$ cat src/design/vn_pkg.sv
// ----------------------------------------------------------------------------
// vn_pkg: shared types and constants of the 3D vector normalizer
// Item layouts, datapath widths and pipeline depths.
// ----------------------------------------------------------------------------
package vn_pkg;

  localparam int COMP_BITS   = 16;
  localparam int FRAC_BITS   = 14;
  localparam int UNIT_BITS   = FRAC_BITS + 2;
  localparam int MAG_BITS    = COMP_BITS + 1;
  localparam int LEN_BITS    = 32;
  localparam int QUO_BITS    = 32;
  localparam int ROOT_BITS   = QUO_BITS / 2;
  localparam int SREM_BITS   = ROOT_BITS + 4;
  localparam int DIV_STAGES  = QUO_BITS / 2;
  localparam int SQRT_STAGES = ROOT_BITS / 2;
  localparam int LANE_LAT    = DIV_STAGES + SQRT_STAGES + 1;
  localparam int TOTAL_LAT   = LANE_LAT + 4;
  localparam logic [UNIT_BITS-1:0] UNIT_ONE = UNIT_BITS'(1) << FRAC_BITS;

  typedef struct packed {
    logic signed [COMP_BITS-1:0] x_in;
    logic signed [COMP_BITS-1:0] y_in;
    logic signed [COMP_BITS-1:0] z_in;
  } in_t;

  typedef struct packed {
    logic signed [UNIT_BITS-1:0] x_unit;
    logic signed [UNIT_BITS-1:0] y_unit;
    logic signed [UNIT_BITS-1:0] z_unit;
    logic                        zero_length;
  } out_t;

endpackage

$ cat src/design/vn_lane.sv
// ----------------------------------------------------------------------------
// vn_lane: one component of the normalizer
// Pipelined restoring division of the scaled square by the squared length,
// then a pipelined integer square root and the final rounding step.
// ----------------------------------------------------------------------------
module vn_lane (
  input  logic                            clk_i,
  input  logic [vn_pkg::LEN_BITS-1:0]     sq_i,
  input  logic [vn_pkg::LEN_BITS-1:0]     len_i,
  output logic [vn_pkg::UNIT_BITS-1:0]    mag_o
);

  localparam int LB = vn_pkg::LEN_BITS;
  localparam int QB = vn_pkg::QUO_BITS;
  localparam int RB = vn_pkg::ROOT_BITS;
  localparam int SB = vn_pkg::SREM_BITS;

  function automatic logic [LB:0] div_step(input logic [LB-1:0] rem,
                                           input logic bit_in,
                                           input logic [LB-1:0] den);
    logic [LB:0] t;
    t = {rem, bit_in};
    if (t >= {1'b0, den}) begin
      t = t - {1'b0, den};
      return {1'b1, t[LB-1:0]};
    end
    return {1'b0, t[LB-1:0]};
  endfunction

  function automatic logic [SB+RB-1:0] sqrt_step(input logic [SB-1:0] rem,
                                                 input logic [RB-1:0] root,
                                                 input logic [1:0] pair);
    logic [SB-1:0] t;
    logic [SB-1:0] trial;
    t = {rem[SB-3:0], pair};
    trial = SB'({root, 2'b01});
    if (t >= trial) begin
      return {t - trial, root[RB-2:0], 1'b1};
    end
    return {t, root[RB-2:0], 1'b0};
  endfunction

  logic [LB-1:0] rem_q [vn_pkg::DIV_STAGES];
  logic [QB-1:0] quo_q [vn_pkg::DIV_STAGES];
  logic [LB-1:0] den_q [vn_pkg::DIV_STAGES];

  for (genvar k = 0; k < vn_pkg::DIV_STAGES; k++) begin : g_div
    logic [LB-1:0] rem_in;
    logic [QB-1:0] quo_in;
    logic [LB-1:0] den_in;
    logic [1:0]    bits_in;
    logic [LB:0]   s0;
    logic [LB:0]   s1;
    if (k == 0) begin : g_first
      assign rem_in  = sq_i >> 2;
      assign quo_in  = '0;
      assign den_in  = len_i;
      assign bits_in = sq_i[1:0];
    end else begin : g_next
      assign rem_in  = rem_q[k-1];
      assign quo_in  = quo_q[k-1];
      assign den_in  = den_q[k-1];
      assign bits_in = 2'b00;
    end
    always_comb begin
      s0 = div_step(rem_in, bits_in[1], den_in);
      s1 = div_step(s0[LB-1:0], bits_in[0], den_in);
    end
    always_ff @(posedge clk_i) begin
      rem_q[k] <= s1[LB-1:0];
      quo_q[k] <= {quo_in[QB-3:0], s0[LB], s1[LB]};
      den_q[k] <= den_in;
    end
  end

  logic [SB-1:0] srem_q [vn_pkg::SQRT_STAGES];
  logic [RB-1:0] root_q [vn_pkg::SQRT_STAGES];
  logic [QB-1:0] rad_q  [vn_pkg::SQRT_STAGES];

  for (genvar j = 0; j < vn_pkg::SQRT_STAGES; j++) begin : g_sqrt
    logic [SB-1:0]    srem_in;
    logic [RB-1:0]    root_in;
    logic [QB-1:0]    rad_in;
    logic [SB+RB-1:0] t0;
    logic [SB+RB-1:0] t1;
    if (j == 0) begin : g_first
      assign srem_in = '0;
      assign root_in = '0;
      assign rad_in  = quo_q[vn_pkg::DIV_STAGES-1];
    end else begin : g_next
      assign srem_in = srem_q[j-1];
      assign root_in = root_q[j-1];
      assign rad_in  = rad_q[j-1];
    end
    always_comb begin
      t0 = sqrt_step(srem_in, root_in, rad_in[QB-1:QB-2]);
      t1 = sqrt_step(t0[SB+RB-1:RB], t0[RB-1:0], rad_in[QB-3:QB-4]);
    end
    always_ff @(posedge clk_i) begin
      srem_q[j] <= t1[SB+RB-1:RB];
      root_q[j] <= t1[RB-1:0];
      rad_q[j]  <= rad_in << 4;
    end
  end

  logic [RB:0]                    half_d;
  logic [vn_pkg::UNIT_BITS-1:0]   mag_d;
  logic [vn_pkg::UNIT_BITS-1:0]   mag_q;

  always_comb begin
    half_d = ({1'b0, root_q[vn_pkg::SQRT_STAGES-1]} + (RB+1)'(1)) >> 1;
    if (half_d > (RB+1)'(vn_pkg::UNIT_ONE)) begin
      mag_d = vn_pkg::UNIT_ONE;
    end else begin
      mag_d = half_d[vn_pkg::UNIT_BITS-1:0];
    end
  end

  always_ff @(posedge clk_i) begin
    mag_q <= mag_d;
  end

  assign mag_o = mag_q;

endmodule

$ cat config.mk
export PLATFORM = sky130hd
export DESIGN_NAME = vn_lane
export DESIGN_NICKNAME = d
export VERILOG_FILES = /design/src/design/vn_pkg.sv /design/src/design/vn_lane.sv
export SDC_FILE = /design/constraint.sdc
export NUM_CORES = 2
export LEC_CHECK = 0
export BUFFER_PORTS_ARGS = -buffer_cell sky130_fd_sc_hd__buf_2
export CORE_UTILIZATION = 55
export CTS_CLUSTER_DIAMETER = 60
export CTS_CLUSTER_SIZE = 40
export DETAILED_ROUTE_END_ITERATION = 7
export GPL_TIMING_DRIVEN = 0
export PLACE_DENSITY_LB_ADDON = 0.08
export SYNTH_ARGS = -nofsm -noshare
export SYNTH_HDL_FRONTEND = slang
export SYNTH_SLANG_ARGS = --single-unit
$ cat constraint.sdc
create_clock -name clk_i -period 8.4 [get_ports clk_i]
set_input_delay 2.1 -clock clk_i [delete_from_list [all_inputs] [get_ports clk_i]]
set_output_delay 2.1 -clock clk_i [all_outputs]
set_load 0.02 [all_outputs]
After elaboration in Yosys (flattened, before gate mapping)

Memory sizes are Yosys's and may differ from the RTL's.
Index checks and enable logic that the tools add are counted.

Add/sub/neg operators: 49
$lt $le $gt $ge: 49
Mux-type cells: 176

Operators with widths:

| operator                                             | number |
|---|---|
| 2-to-1 mux 33 bit                                    | 64 |
| 2-to-1 mux 32 bit                                    | 32 |
| >= comparator 33 x 32 -> 1 bit                       | 31 |
| subtractor 32 bit                                    | 31 |
| 2-to-1 mux 36 bit                                    | 16 |
| 2-to-1 mux 34 bit                                    | 16 |
| >= comparator 20 x 18 -> 1 bit                       | 15 |
| subtractor 20 x 18 -> 20 bit                         | 8 |
| subtractor 18 bit                                    | 7 |
| 2-to-1 mux 1 bit                                     | 48 |
| >= comparator 31 x 32 -> 1 bit                       | 1 |
| subtractor 31 x 32 -> 32 bit                         | 1 |
| adder 16 x 1 -> 17 bit, second input constant        | 1 |
| > comparator 16 x 15 -> 1 bit, second input constant | 1 |
| subtractor 2 x 1 -> 3 bit, second input constant     | 1 |
| >= comparator 2 x 1 -> 1 bit, second input constant  | 1 |

Bits in writable memories: 2048
Register bits after elaboration: 16
Output and inout bits: 16
Input port bits: 65
Memories kept: 6
Word-level logic and storage cells: 281

Memory list:

| memory | words | width | read ports | clocked after memory_dff | wr ports | RTL line      | RTL |
|---|---|---|---|---|---|---|---|
| den_q  | 16    | 32    | 15         | 0                        | 16       | vn_lane.sv:45 | `logic [LB-1:0] den_q [vn_pkg::DIV_STAGES];` |
| quo_q  | 16    | 32    | 16         | 0                        | 16       | vn_lane.sv:44 | `logic [QB-1:0] quo_q [vn_pkg::DIV_STAGES];` |
| rem_q  | 16    | 32    | 15         | 0                        | 16       | vn_lane.sv:43 | `logic [LB-1:0] rem_q [vn_pkg::DIV_STAGES];` |
| rad_q  | 8     | 28    | 7          | 0                        | 8        | vn_lane.sv:78 | `logic [QB-1:0] rad_q [vn_pkg::SQRT_STAGES];` |
| srem_q | 8     | 20    | 7          | 0                        | 8        | vn_lane.sv:76 | `logic [SB-1:0] srem_q [vn_pkg::SQRT_STAGES];` |
| root_q | 8     | 16    | 8          | 0                        | 8        | vn_lane.sv:77 | `logic [RB-1:0] root_q [vn_pkg::SQRT_STAGES];` |

Logic depth before layout (Yosys ltp)

An unclocked memory read counts as a cell.

Depth in word-level cells: 7
Mapped depth: 30
Depth with buffers taken out: 26

Least setup slack after synthesis

Ideal clock, no wire load.

Path kind: input to register
Start: input sq_i[1] (netlist bit)
End: memory rem_q[0][30] (netlist bit)
Slack: 1.458 ns
Data required time: 8.313 ns
Arrival time: 6.855 ns
Stages on the path: 26
Cells stage by stage: inv_1 -> ha_1 -> inv_1 -> fa_1 -> a21o_1 -> a21o_1 -> a21oi_1 -> o21ai_0 -> o2111ai_1 -> o211ai_1 -> clkbuf_1 -> buf_1 -> nand2_1 -> nand2_1 -> ha_1 -> a21o_1 -> a21oi_1 -> o21ai_0 -> a222oi_1 -> a211oi_1 -> a311oi_1 -> or3_1 -> o21ai_0 -> xnor2_1 -> mux2_2 -> o31ai_1

RTL lines:

| what        | RTL line      | RTL |
|---|---|---|
| from (decl) | vn_lane.sv:8  | `input logic [vn_pkg::LEN_BITS-1:0] sq_i,` |
| to (decl)   | vn_lane.sv:43 |  |

==> flow_summary.ini <==
[cts]
clk_path_buf_depth = 3
cts_buffers = 134
cts-root-buf = clkbuf_16
holdBufCountCts = 0
cts_tree = done
cts_sinks = 1549
htreeDepth = 4
clock_latency_ns = 0.83
clk_pin_slew_worst_paths_ns = 0.11

[drt]
drtAntennaViolNets = 0
post-route-drc-count = 1
num_vias = 86440
drt_first_iter_violations = 7131
wirelength_mm = 290
drt_pass1_iterations = 8
routedWlPerCell_um = 19.9
viasPerCell = 5.93

[finish]
fin_util_pct = 60.5
area_growth_pct = 8.83
fillers = 16541
final_cell_mix = 1,549 x dfxtp_1, 1,158 x ha_1, 1,074 x a21oi_1, 886 x inv_1, 767 x nor2_1
fin_nets = 13236
final_cells = 14576
layout_commonest_cell = dfxtp_1
stdcell_area_mm2 = 0.111
layout-drive-gt1-share_pct = 9.84

[setup_path]
cp_top_family = compound AO/OA/AOI/OAI gates
crit_type = register to register
r2r_start = den_q[0][34]
path_max_fanout = 10
cp_cell_sequence = inv_1 -> ha_1 -> nand3_1 -> o21bai_1 -> a31oi_1 -> o211ai_1 -> a31oi_1 -> a31oi_1 -> a32oi_4 -> clkbuf_2 -> mux2_2 -> ha_1 -> a21o_1 -> a21o_1 -> a2111o_1 -> a311oi_1 -> o21ai_0 -> a31o_2 -> a21oi_1 -> and3_1 -> clkbuf_1 -> buf_2 -> mux2_2
cp-end-kind = register
critical_path.most_common_cell = a31oi_1
timing.rr.end = rem_q[0][94]
cpPeakStageDelay_ns = 0.54
cp_slowest_cell = a32oi_4
path_buf_inv = 4
critical_path_required_ns = 9.07
r2r_cells = 23
critPathLaunchType = register
r2r_slack_ns = 0.36
arrival_ns = 8.71

[global_routing]
grt_pass1_wl_mm = 449
grt_max_degree = 39
grt.total_usage_pct = 30.0
grt_pass1_vias = 82882
antenna_found_initial = 11
grt-ovfl-total = 0

[floorplan]
start_util_pct = 55.6
coreArea_mm2 = 0.184
boundaryPins = 81
core.rowCount = 157
fp.dieArea_mm2 = 0.187
die_x_um = 433
dieHeight_um = 433

[sta]
slew_violations = 0
timing_hold_violations_final = 0
period_minus_slack_ns = 8.04
setup_viol = 0
max_slew.worst_pin.slew_ns = 1.13
finalCritPeriodShare_pct = 95.7
skew_ns = 0.0646
grt_setup_unrepaired = false
fmax_mhz = 124
relSlewSlack_pct = 22.8
tns_ns = 0

[yosys]
ys_ff_latch = 1549
synth_area_mm2 = 0.102
seq_area_frac_synth_pct = 30.4
synth-simple-area-share_pct = 13.4
syn_avg_cell_area_um2 = 8.67
syn-instance-count = 11778
synthAdderAreaFrac_pct = 14.5
synthFlopType = dfxtp_1
synthArstFlopShare_pct = 0
ys_warn_count = 0
yosysUniqueCellTypes = 115
synth_compound_area_share_pct = 21.4
synth_mux_area_share_pct = 7.32
synthXorXnorAreaFrac_pct = 8.72
synth_top_family_by_area = compound AO/OA/AOI/OAI gates
synth_edf_count = 0

[hold_path]
worstHoldPathType = register to register
whs_path_depth = 0
holdPathEnd = quo_q[1][197]
worstHoldStart = quo_q[1][163]

[placed_design]
routabilityCongestion = 0.973
hpwl_mm = 237
port-buffer-count = 80
dpl_cell_area_mm2 = 0.106
dp_cells = 14323

[job]
maxCapViolations = 0

[run_status]
violations = DRC
status = complete, but fails checks
==> cells by family after synthesis <==
logic type,count (synthesis)
xor+xnor,1017
fa+ha+maj,1175
compound gates,3422
other cells,2
mux,667
buf+inv,1133
flops,1549
simple gates,2813
==> worst reg2reg max path, stage by stage, from the launching register on <==
cell and delay [ns]:
dfxtp_1 0.36, inv_1 0.08, ha_1 0.38, nand3_1 0.20, o21bai_1 0.22, a31oi_1 0.37
o211ai_1 0.24, a31oi_1 0.44, a31oi_1 0.32, a32oi_4 0.55, clkbuf_2 0.39, mux2_2 0.41
ha_1 0.36, a21o_1 0.21, a21o_1 0.17, a2111o_1 0.41, a311oi_1 0.42, o21ai_0 0.30
a31o_2 0.33, a21oi_1 0.53, and3_1 0.25, clkbuf_1 0.21, buf_2 0.35, mux2_2 0.41
==> cells in the mapped netlist (22+ instances only) <==
library cell,number,area (µm²)
dfxtp_1,1549,31000
ha_1,1158,14500
a21oi_1,1074,5380
inv_1,886,3330
nor2_1,767,2880
nand2_1,760,2850
xnor2_1,670,5870
o21ai_0,667,3340
mux2_2,620,6980
a21o_1,570,4280
xor2_1,347,3040
nand3_1,213,1070
nor3_1,205,1030
o21a_1,164,1230
nand4_1,157,982
clkbuf_1,153,574
o21bai_1,153,1150
nor2b_1,128,801
nand2b_1,120,751
a31oi_1,110,688
a211oi_1,88,661
o31ai_1,83,623
and3_1,81,507
and2_1,63,394
nor4_1,59,369
o211ai_1,58,435
or3_1,57,357
buf_2,54,270
or2_2,54,338
a21boi_0,49,368
mux2i_1,38,380
o31a_1,33,289
a211o_1,29,254
and4_1,28,245
a221oi_1,26,228
a31o_2,26,228
nor3b_1,25,188
nand3b_1,22,165
==> repair_timing <==
item                       in CTS  in global routing
buffers inserted                0                  2
resized for setup               2                 56
pin swaps                       0                  1
setup endpoints to repair      23                293
hold endpoints to repair        0                  0
==> area by class of cell <==
type                       count  area [µm²]  area share [%]
antenna                        5        12.5          0.0113
tap                         2464        3080            2.77
timing repair buffer          82         415           0.374
inverter                     894        3360            3.02
multi-input combinational   9097       66800            60.1
buffer                       238        1080           0.968
clock buffer                 146        3590            3.23
clock inverter               101        1830            1.64
sequential                  1549       31000            27.9
==> how the worst max path moves through the flow <==
stage | startpoint | to | slack (ns) | cells past startpoint
6_report | den_q[0][34] | rem_q[0][94] | 0.36 | 23
5_1_grt | den_q[1][65] | rem_q[1][104] | 0.005 | 26
4_1_cts | den_q[1][38] | rem_q[1][92] | 0.04 | 26
3_5_place_dp | len_i[27] | rem_q[0][9] | -1.36 | 24
3_3_place_gp | len_i[27] | rem_q[0][9] | -1.42 | 24
2_1_floorplan | sq_i[1] | rem_q[0][30] | 1.46 | 26
==> per-layer routing <==
metal  GRT usage (%)  vias up  wire [µm]
met5               0        -         38
met3            3.79      533      17000
li1                -    42673          -
met2            49.4     2570     132000
met1            40.3    40658     131000
met4            9.84        6       9320
==> stage by stage <==
step | hold WS [ns] | setup slack (ns)
after global routing | 0.274 | 0.00487
after CTS | 0.278 | 0.0400
final | 0.287 | 0.357
after detailed placement | 0.312 | -1.36
after global placement | 0.309 | -1.42
after floorplan | 0.310 | 1.46
==> flip-flops by register name, summed over array words and instances, names as in the netlist <==
register  cells
den_q       480
rem_q       480
quo_q       272
srem_q      117
rad_q       112
root_q       72
mag_o        16
Power is left out: the tool's default activity adds up to more than one toggle a clock period on the data nets, which glitch-free logic cannot reach.
